$ cat config.mk
export PLATFORM = sky130hd
export DESIGN_NAME = run_length_char_compressor
export DESIGN_NICKNAME = d
export VERILOG_FILES = /design/src/hw/rtl/rlcc_pkg.sv /design/src/hw/rtl/rlcc_front.sv /design/src/hw/rtl/rlcc_queue.sv /design/src/hw/rtl/rlcc_back.sv /design/src/hw/rtl/run_length_char_compressor.sv
export SDC_FILE = /design/constraint.sdc
export NUM_CORES = 1
export LEC_CHECK = 0
export CORE_MARGIN = 2
export CORE_UTILIZATION = 45
export DETAILED_ROUTE_END_ITERATION = 16
export DONT_BUFFER_PORTS = 1
export PLACE_DENSITY_LB_ADDON = 0.05
export RECOVER_POWER = 50
export SYNTH_ARGS = -nofsm -noshare
export SYNTH_HDL_FRONTEND = slang
export SYNTH_SLANG_ARGS = --single-unit
$ cat constraint.sdc
create_clock -name clock -period 5.1 [get_ports clock]
set_clock_uncertainty 0.05 [all_clocks]
set_input_delay 1.02 -clock clock [delete_from_list [all_inputs] [get_ports clock]]
set_output_delay 1.02 -clock clock [all_outputs]
set_load 0.1 [all_outputs]
$ cat src/hw/rtl/rlcc_pkg.sv
`timescale 1ns / 1ps
package rlcc_pkg;

   // Number of decimal digits in the run count.
   localparam int COUNT_DIGITS = 5;
   localparam int CNT_W = 4 * COUNT_DIGITS;
   localparam int IDX_W = (COUNT_DIGITS > 1) ? $clog2(COUNT_DIGITS) : 1;

   localparam int CHAR_W = 8;
   localparam int LEN_W = 16;

   // Depth of the queue between the front and the back.
   localparam int QDEPTH = 4;
   localparam int QPTR_W = $clog2(QDEPTH);
   localparam int QCNT_W = QPTR_W + 1;

   localparam logic [CHAR_W-1:0] ASCII_ZERO = 8'h30;
   localparam logic [CNT_W-1:0] CNT_ONE = CNT_W'(1);
   localparam logic [LEN_W-1:0] LEN_MAX = '1;

   // One closing request: an optional run closed by a change of character
   // or a full count, then an optional final run that ends the stream.
   typedef struct packed {
      logic              a_valid;
      logic [CHAR_W-1:0] a_sym;
      logic [CNT_W-1:0]  a_cnt;
      logic              b_valid;
      logic [CHAR_W-1:0] b_sym;
      logic [CNT_W-1:0]  b_cnt;
   } close_rec_type;

   typedef enum logic [0:0] {
      PH_SYM,
      PH_DIGIT
   } phase_type;

endpackage

$ cat src/hw/rtl/rlcc_front.sv
`timescale 1ns / 1ps
module rlcc_front (
   input  logic                          clock,
   input  logic                          reset,
   input  logic                          req_push,
   input  logic [rlcc_pkg::CHAR_W-1:0]   req_char,
   input  logic                          req_last,
   input  logic                          q_full,
   output logic                          q_push,
   output rlcc_pkg::close_rec_type       q_rec
);
   import rlcc_pkg::*;

   logic [CHAR_W-1:0] run_sym_ff, run_sym_in;
   logic [CNT_W-1:0]  run_cnt_ff, run_cnt_in;
   logic              run_open_ff, run_open_in;

   logic              accept;
   logic              cnt_full;
   logic              cont;
   logic              close_a;
   logic [CNT_W-1:0]  cnt_inc;
   logic [CNT_W-1:0]  new_cnt;

   function automatic logic bcd_all_nines(input logic [CNT_W-1:0] cnt);
      logic res;
      res = 1'b1;
      for (int i = 0; i < COUNT_DIGITS; i++) begin
         if (cnt[4*i +: 4] != 4'd9) begin
            res = 1'b0;
         end
      end
      return res;
   endfunction

   function automatic logic [CNT_W-1:0] bcd_plus_one(input logic [CNT_W-1:0] cnt);
      logic [CNT_W-1:0] res;
      logic             carry;
      logic [3:0]       d;
      res = cnt;
      carry = 1'b1;
      for (int i = 0; i < COUNT_DIGITS; i++) begin
         d = cnt[4*i +: 4];
         if (carry) begin
            if (d == 4'd9) begin
               res[4*i +: 4] = 4'd0;
            end else begin
               res[4*i +: 4] = d + 4'd1;
               carry = 1'b0;
            end
         end
      end
      return res;
   endfunction

   always_comb begin
      accept   = req_push && !q_full;
      cnt_full = bcd_all_nines(run_cnt_ff);
      cnt_inc  = bcd_plus_one(run_cnt_ff);
      cont     = run_open_ff && (run_sym_ff == req_char) && !cnt_full;
      close_a  = run_open_ff && !cont;
      new_cnt  = cont ? cnt_inc : CNT_ONE;

      q_rec.a_valid = close_a;
      q_rec.a_sym   = run_sym_ff;
      q_rec.a_cnt   = run_cnt_ff;
      q_rec.b_valid = req_last;
      q_rec.b_sym   = req_char;
      q_rec.b_cnt   = new_cnt;
      q_push        = accept && (close_a || req_last);

      run_sym_in  = run_sym_ff;
      run_cnt_in  = run_cnt_ff;
      run_open_in = run_open_ff;
      if (accept) begin
         run_sym_in  = req_char;
         run_cnt_in  = new_cnt;
         run_open_in = !req_last;
      end
   end

   always_ff @(posedge clock) begin
      if (reset) begin
         run_open_ff <= 1'b0;
         run_sym_ff  <= '0;
         run_cnt_ff  <= '0;
      end else begin
         run_open_ff <= run_open_in;
         run_sym_ff  <= run_sym_in;
         run_cnt_ff  <= run_cnt_in;
      end
   end

endmodule

$ cat src/hw/rtl/rlcc_queue.sv
`timescale 1ns / 1ps
module rlcc_queue (
   input  logic                    clock,
   input  logic                    reset,
   input  logic                    push,
   input  rlcc_pkg::close_rec_type push_rec,
   input  logic                    pop,
   output logic                    full,
   output logic                    empty,
   output rlcc_pkg::close_rec_type head
);
   import rlcc_pkg::*;

   close_rec_type     mem_ff [QDEPTH];
   logic [QPTR_W-1:0] wr_ptr_ff, wr_ptr_in;
   logic [QPTR_W-1:0] rd_ptr_ff, rd_ptr_in;
   logic [QCNT_W-1:0] count_ff, count_in;

   always_comb begin
      full  = (count_ff == QCNT_W'(QDEPTH));
      empty = (count_ff == '0);
      head  = mem_ff[rd_ptr_ff];

      wr_ptr_in = push ? wr_ptr_ff + QPTR_W'(1) : wr_ptr_ff;
      rd_ptr_in = pop ? rd_ptr_ff + QPTR_W'(1) : rd_ptr_ff;
      count_in  = count_ff;
      if (push && !pop) begin
         count_in = count_ff + QCNT_W'(1);
      end else if (pop && !push) begin
         count_in = count_ff - QCNT_W'(1);
      end
   end

   always_ff @(posedge clock) begin
      if (push) begin
         mem_ff[wr_ptr_ff] <= push_rec;
      end
   end

   always_ff @(posedge clock) begin
      if (reset) begin
         wr_ptr_ff <= '0;
         rd_ptr_ff <= '0;
         count_ff  <= '0;
      end else begin
         wr_ptr_ff <= wr_ptr_in;
         rd_ptr_ff <= rd_ptr_in;
         count_ff  <= count_in;
      end
   end

   assert property (@(posedge clock) disable iff (reset) !(push && full))
      else $error("queue written while full");
   assert property (@(posedge clock) disable iff (reset) !(pop && empty))
      else $error("queue read while empty");
   assert property (@(posedge clock) disable iff (reset)
      (wr_ptr_ff - rd_ptr_ff) == count_ff[QPTR_W-1:0])
      else $error("queue pointers disagree with fill count");

endmodule

$ cat src/hw/rtl/rlcc_back.sv
`timescale 1ns / 1ps
module rlcc_back (
   input  logic                          clock,
   input  logic                          reset,
   input  logic                          q_empty,
   input  rlcc_pkg::close_rec_type       q_head,
   output logic                          q_pop,
   output logic                          rsp_empty,
   input  logic                          rsp_pop,
   output logic [rlcc_pkg::CHAR_W-1:0]   rsp_char,
   output logic                          rsp_last,
   output logic [rlcc_pkg::LEN_W-1:0]    rsp_length
);
   import rlcc_pkg::*;

   phase_type         phase_ff, phase_in;
   logic              sel_b_ff, sel_b_in;
   logic [IDX_W-1:0]  idx_ff, idx_in;
   logic [LEN_W-1:0]  total_ff, total_in;

   logic              out_valid_ff, out_valid_in;
   logic [CHAR_W-1:0] out_char_ff, out_char_in;
   logic              out_last_ff, out_last_in;
   logic [LEN_W-1:0]  out_len_ff, out_len_in;

   logic              advance;
   logic              on_a;
   logic [CHAR_W-1:0] run_sym;
   logic [CNT_W-1:0]  run_cnt;
   logic              multi;
   logic [IDX_W-1:0]  top_idx;
   logic              run_done;
   logic [3:0]        digit;
   logic [LEN_W-1:0]  length;
   logic              emit_last;

   // Index of the most significant nonzero digit.
   function automatic logic [IDX_W-1:0] top_digit(input logic [CNT_W-1:0] cnt);
      logic [IDX_W-1:0] res;
      res = '0;
      for (int i = 0; i < COUNT_DIGITS; i++) begin
         if (cnt[4*i +: 4] != 4'd0) begin
            res = IDX_W'(i);
         end
      end
      return res;
   endfunction

   always_comb begin
      advance = !q_empty && (!out_valid_ff || rsp_pop);
      on_a    = !sel_b_ff && q_head.a_valid;
      run_sym = on_a ? q_head.a_sym : q_head.b_sym;
      run_cnt = on_a ? q_head.a_cnt : q_head.b_cnt;
      multi   = (run_cnt > CNT_ONE);
      top_idx = top_digit(run_cnt);
      digit   = run_cnt[{idx_ff, 2'b00} +: 4];
      length  = (total_ff == LEN_MAX) ? total_ff : total_ff + LEN_W'(1);

      phase_in    = phase_ff;
      idx_in      = idx_ff;
      sel_b_in    = sel_b_ff;
      q_pop       = 1'b0;
      out_char_in = out_char_ff;
      run_done    = 1'b0;

      case (phase_ff)
         PH_SYM: begin
            out_char_in = run_sym;
            run_done    = !multi;
            if (advance && multi) begin
               phase_in = PH_DIGIT;
               idx_in   = top_idx;
            end
         end
         PH_DIGIT: begin
            out_char_in = ASCII_ZERO + CHAR_W'(digit);
            run_done    = (idx_ff == '0);
            if (advance && !run_done) begin
               idx_in = idx_ff - IDX_W'(1);
            end
         end
         default: begin
            out_char_in = run_sym;
            run_done    = 1'b1;
         end
      endcase

      // Only the final run carries the end-of-stream flag.
      emit_last = !on_a && run_done;

      if (advance && run_done) begin
         phase_in = PH_SYM;
         if (on_a && q_head.b_valid) begin
            sel_b_in = 1'b1;
         end else begin
            sel_b_in = 1'b0;
            q_pop    = 1'b1;
         end
      end

      total_in     = total_ff;
      out_last_in  = out_last_ff;
      out_len_in   = out_len_ff;
      out_valid_in = out_valid_ff && !rsp_pop;
      if (advance) begin
         out_valid_in = 1'b1;
         out_last_in  = emit_last;
         out_len_in   = length;
         total_in     = emit_last ? '0 : length;
      end else begin
         out_char_in = out_char_ff;
      end

      rsp_empty  = !out_valid_ff;
      rsp_char   = out_char_ff;
      rsp_last   = out_last_ff;
      rsp_length = out_len_ff;
   end

   always_ff @(posedge clock) begin
      if (reset) begin
         phase_ff     <= PH_SYM;
         sel_b_ff     <= 1'b0;
         idx_ff       <= '0;
         total_ff     <= '0;
         out_valid_ff <= 1'b0;
      end else begin
         phase_ff     <= phase_in;
         sel_b_ff     <= sel_b_in;
         idx_ff       <= idx_in;
         total_ff     <= total_in;
         out_valid_ff <= out_valid_in;
      end
   end

   always_ff @(posedge clock) begin
      out_char_ff <= out_char_in;
      out_last_ff <= out_last_in;
      out_len_ff  <= out_len_in;
   end

   assert property (@(posedge clock) disable iff (reset)
      (advance && emit_last) |=> (total_ff == '0))
      else $error("stream length not cleared after final symbol");
   assert property (@(posedge clock) disable iff (reset)
      (phase_ff == PH_DIGIT) |-> multi)
      else $error("digits sent for a run of length one");
   assert property (@(posedge clock) disable iff (reset)
      sel_b_ff |-> (q_head.b_valid && !q_empty))
      else $error("second run selected without a final run pending");

endmodule

$ cat src/hw/rtl/run_length_char_compressor.sv
`timescale 1ns / 1ps
// Throughput: one request per cycle while the close queue has room. The back end sends one
// symbol per cycle while the receiver keeps popping: a closed run gives its character, plus
// one symbol per count digit when its count is above one, and one request may close two runs.
// Reset (synchronous, active high) discards any open run, empties the queue and the result
// register, and starts a fresh stream with a compressed length of zero.
module run_length_char_compressor (
   input  logic                          clock,
   input  logic                          reset,
   input  logic                          req_push,
   output logic                          req_full,
   input  logic [rlcc_pkg::CHAR_W-1:0]   req_char,
   input  logic                          req_last,
   output logic                          rsp_empty,
   input  logic                          rsp_pop,
   output logic [rlcc_pkg::CHAR_W-1:0]   rsp_char,
   output logic                          rsp_last,
   output logic [rlcc_pkg::LEN_W-1:0]    rsp_length
);
   import rlcc_pkg::*;

   // The front end tracks the open run and turns each request into at most one
   // close record: the run that a new character or a full count ended, and the
   // final run when the request marks the end of the stream.
   logic          q_push;
   close_rec_type q_rec;
   logic          q_full;
   logic          q_empty;
   logic          q_pop;
   close_rec_type q_head;

   // The front end stalls only when the close queue is full.
   assign req_full = q_full;

   rlcc_front u_front (
      .clock    (clock),
      .reset    (reset),
      .req_push (req_push),
      .req_char (req_char),
      .req_last (req_last),
      .q_full   (q_full),
      .q_push   (q_push),
      .q_rec    (q_rec)
   );

   // A short queue decouples run tracking from symbol expansion, so a long
   // run count being spelled out does not immediately back up the input.
   rlcc_queue u_queue (
      .clock    (clock),
      .reset    (reset),
      .push     (q_push),
      .push_rec (q_rec),
      .pop      (q_pop),
      .full     (q_full),
      .empty    (q_empty),
      .head     (q_head)
   );

   // The back end expands each run of a record into its character followed, for a
   // count above one, by its decimal digits, keeps the running length, and holds one result in
   // an output register that is refilled in the same cycle it is popped if a record waits.
   rlcc_back u_back (
      .clock      (clock),
      .reset      (reset),
      .q_empty    (q_empty),
      .q_head     (q_head),
      .q_pop      (q_pop),
      .rsp_empty  (rsp_empty),
      .rsp_pop    (rsp_pop),
      .rsp_char   (rsp_char),
      .rsp_last   (rsp_last),
      .rsp_length (rsp_length)
   );

endmodule

==> flow_metrics.py <==
metrics = {
    "critical_path": {
        "critPathBufInv": 1,
        "crit_chain": "ha_1 > and4b_1 > nand4_1 > nor3_1 > a31o_2 > and2_0 > o21a_1 > and2_2 > buf_4",
        "crit_required_ns": 5.26,
        "critPathCaptureType": "flop",
        "cp_top_family": "simple AND/OR/NAND/NOR gates",
        "r2r-start": "u_front.run_cnt_ff[0]$_SDFFE_PP0P_",
        "slowest_stage": "and2_2",
        "crit_path_start_kind": "flop",
        "path_class": "reg2reg",
        "rr_worst_depth": 9,
        "r2r_slack_ns": 0.64,
        "path_max_fanout": 32,
        "cp.arrival_ns": 4.62,
        "slowest_delay_ns": 0.89,
        "r2r_end": "u_queue.mem_ff[0][9]$_DFFE_PP_",
    },
    "floorplan": {
        "die_area_sq_mm": 0.0305,
        "placementRows": 62,
        "core_region_area_sq_mm": 0.0287,
        "dieHeight_microns": 175,
        "io_pins": 40,
        "fp.dieW_microns": 175,
        "initial_core_util_pct": 45.7,
    },
    "clock_tree": {
        "cts_sinks": 317,
        "numCtsBuffers": 35,
        "cts_buffer_depth": 3,
        "ctsResizeCount": 0,
        "path_clk_slew_ns": 0.06,
        "postCtsHoldBufs": 0,
        "htreeDepth": 2,
        "clk_latency_ns": 0.51,
        "cts_tree": "yes",
        "cts_setup_buffers": 0,
        "cts_root_buffer": "clkbuf_16",
    },
    "power": {
        "power_density_mw_per_mm2": 563,
        "clock_power_share_pct": 33.2,
        "p_sw_mw": 2.85,
        "internal_power_mw": 5.55,
        "total_power_mw": 8.40,
        "switching_share_pct": 33.9,
        "combinationalPowerShare_pct": 17.9,
        "peakVddDrop_mv": 0.231,
        "p_seq_share_pct": 48.9,
        "p_leak_nw": 4.86,
    },
    "synthesis": {
        "syn-instance-count": 852,
        "synth_seq_cells": 317,
        "ys_warn_count": 0,
        "synth_cell_types": 58,
        "synth_fp_nets": 876,
        "syn_area_sq_mm": 0.0131,
        "post_synth.cell_area_avg_sq_um": 15.4,
        "synth_ff_type": "edfxtp_1",
        "yosysSeqAreaShare_pct": 68.1,
        "async_flop_share_pct": 0,
        "synth_edf_count": 257,
    },
    "worst_hold_path": {
        "hold_path_depth": 2,
        "min-delay-start": "u_back.out_valid_ff$_SDFF_PP0_",
        "holdPathEnd": "u_back.out_valid_ff$_SDFF_PP0_",
        "hp-class": "reg2reg",
    },
    "placed_design": {
        "gp_congestion": 0.887,
        "io_buffers": 0,
        "hpwl_mm": 17.5,
        "dpl_cell_area_sq_mm": 0.0137,
        "dp_cells": 1214,
        "dp_slack_ns": 0.645,
    },
    "job": {
        "maxCapViolCount": 3,
    },
    "drt": {
        "drt-vias-per-instance": 5.63,
        "wl_met3_mm": 1.03,
        "drc": 0,
        "ant_nets": 0,
        "met1Wirelength_mm": 12.4,
        "drt_pass1_iterations": 6,
        "topRoutingLayerUsed": "met4",
        "drt_iter0_drc": 516,
        "met2_length_mm": 14.1,
        "totalWireLength_mm": 28.2,
        "routedWlPerCell_microns": 22.1,
        "vias": 7192,
    },
    "global_routing": {
        "grt_pass1_vias": 7389,
        "grt_usage_pct": 19.1,
        "grt_pass1_wl_mm": 43.8,
        "antenna_found_initial": 0,
        "grt_max_degree": 58,
        "grt-ovfl-total": 0,
    },
    "timing": {
        "min_period_over_period_pct": 87.5,
        "fin_crit_ns": 4.46,
        "fin_tns_setup_ns": 0,
        "drv_slew": 82,
        "slew_headroom_pct": -18.6,
        "fin_ws_ns": 0.635,
        "clock.fmax_mhz": 224,
        "hold_viol": 0,
        "rsz0062_at_grt": "false",
        "setup_viol": 0,
        "worst_slew_pin_slew_ns": 1.78,
        "hold_slack_ns": 0.411,
    },
    "layout": {
        "fin_util_pct": 52.0,
        "stdcell_count": 1277,
        "final_cell_area_sq_mm": 0.0149,
        "area_delta_synth_final_pct": 13.8,
        "num_antenna_cells": 0,
        "num-fill-cells": 2373,
        "drive_above_1_share_pct": 16.9,
        "nNetsFinal": 891,
    },
    "status": {
        "violations": "capacitance limit, slew limit",
        "status": "finished, violations left",
    },
}
## area by class of cell
cell class              instances  area (sq um)  share of cell area [%]
inverters                      20          75.1                   0.503
multi-input cells             474          3950                    26.5
clock buffers                  46          1000                    6.70
clock inverters                17           300                    2.01
well taps                     384           480                    3.22
flip-flops and latches        317          8920                    59.8
repair buffers                 19           190                    1.28
## kinds of logic after synthesis
logic type	Yosys count	synth area share, %
flip-flops	317	68.1
AND/OR/NAND/NOR	220	8.10
AO/OA/AOI/OAI	115	5.60
multiplexers	95	13.0
buffers and inverters	61	1.96
XOR/XNOR	33	2.21
adder cells (fa/ha/maj)	11	1.11
## how the worst max path moves through the flow
| stage | from | end | slack (ns) | cells past startpoint |
|---|---|---|---|---|
| floorplan | u_queue.count_ff[1]$_SDFFE_PP0P_ | u_queue.mem_ff[0][0]$_DFFE_PP_ | 0.67 | 4 |
| global placement | u_front.run_cnt_ff[0]$_SDFFE_PP0P_ | u_queue.mem_ff[0][10]$_DFFE_PP_ | 0.68 | 9 |
| detailed placement | u_front.run_cnt_ff[0]$_SDFFE_PP0P_ | u_queue.mem_ff[0][8]$_DFFE_PP_ | 0.64 | 9 |
| CTS | u_front.run_cnt_ff[0]$_SDFFE_PP0P_ | u_queue.mem_ff[0][5]$_DFFE_PP_ | 0.63 | 9 |
| global route | u_front.run_cnt_ff[0]$_SDFFE_PP0P_ | u_queue.mem_ff[0][8]$_DFFE_PP_ | 0.25 | 9 |
| finish | u_front.run_cnt_ff[0]$_SDFFE_PP0P_ | u_queue.mem_ff[0][9]$_DFFE_PP_ | 0.64 | 9 |
## per-layer routing
metal / GRT usage (%) / up-vias
met3: 3.11 / 48
met5: 0 / -
li1: - / 3305
met2: 32.6 / 165
met1: 25.2 / 3674
met4: 5.87 / 0
## cell usage in the layout, fill, tap and decap left out, types with 18 or more instances in the layout
master / synthesis / final
nor3_1: 26 / 26
edfxtp_1: 257 / 257
a21oi_1: 49 / 49
o21ai_0: 18 / 18
inv_1: 20 / 20
dfxtp_1: 60 / 59
mux4_2: 59 / 59
clkbuf_16: 0 / 37
xnor2_1: 18 / 18
nand2_1: 63 / 64
nor2_1: 59 / 59
mux2i_1: 28 / 28
## registers in the layout (all words and copies together), names as in the netlist, named ones only
name,flops
u_front.run_cnt_ff,20
u_queue.mem_ff,232
u_back.rsp_length,16
u_back.sel_b_ff,1
u_back.phase_ff,1
u_back.idx_ff,3
u_back.total_ff,16
u_queue.rd_ptr_ff,2
u_front.run_sym_ff,8
u_front.run_open_ff,1
u_back.rsp_char,8
u_queue.wr_ptr_ff,2
u_back.rsp_last,1
u_queue.count_ff,3
u_back.out_valid_ff,1
## power by group through the flow
stage,Combinational (mW),Sequential [mW],Clock (mW)
after floorplan,1.13,4.08,0
after global placement,1.53,4.15,0
after detailed placement,1.54,4.16,0
after CTS,1.55,4.11,2.83
after global routing,1.64,4.14,2.94
final,1.51,4.11,2.78
## tightest hold or removal path, delay by kind of cell, from the launching register on
kind	cells	cell delay (ns)
flops	1	0.32
compound gates	1	0.05
simple gates	1	0.05
## cells in the mapped netlist, types with 10 or more instances
library cell	count	area share (%)
xor2_1	15	1.0
xnor2_1	18	1.2
nor3_1	26	0.99
nand2_1	63	1.8
ha_1	10	0.95
buf_2	10	0.38
nand3_1	12	0.46
edfxtp_1	257	59
mux4_2	59	10
a22o_1	11	0.74
clkbuf_1	23	0.66
a21oi_1	49	1.9
o21ai_0	18	0.69
inv_1	20	0.57
mux2i_1	28	2.1
nor2b_1	10	0.48
nor2_1	59	1.7
dfxtp_1	60	9.2
(Power assumes the default switching activity.)
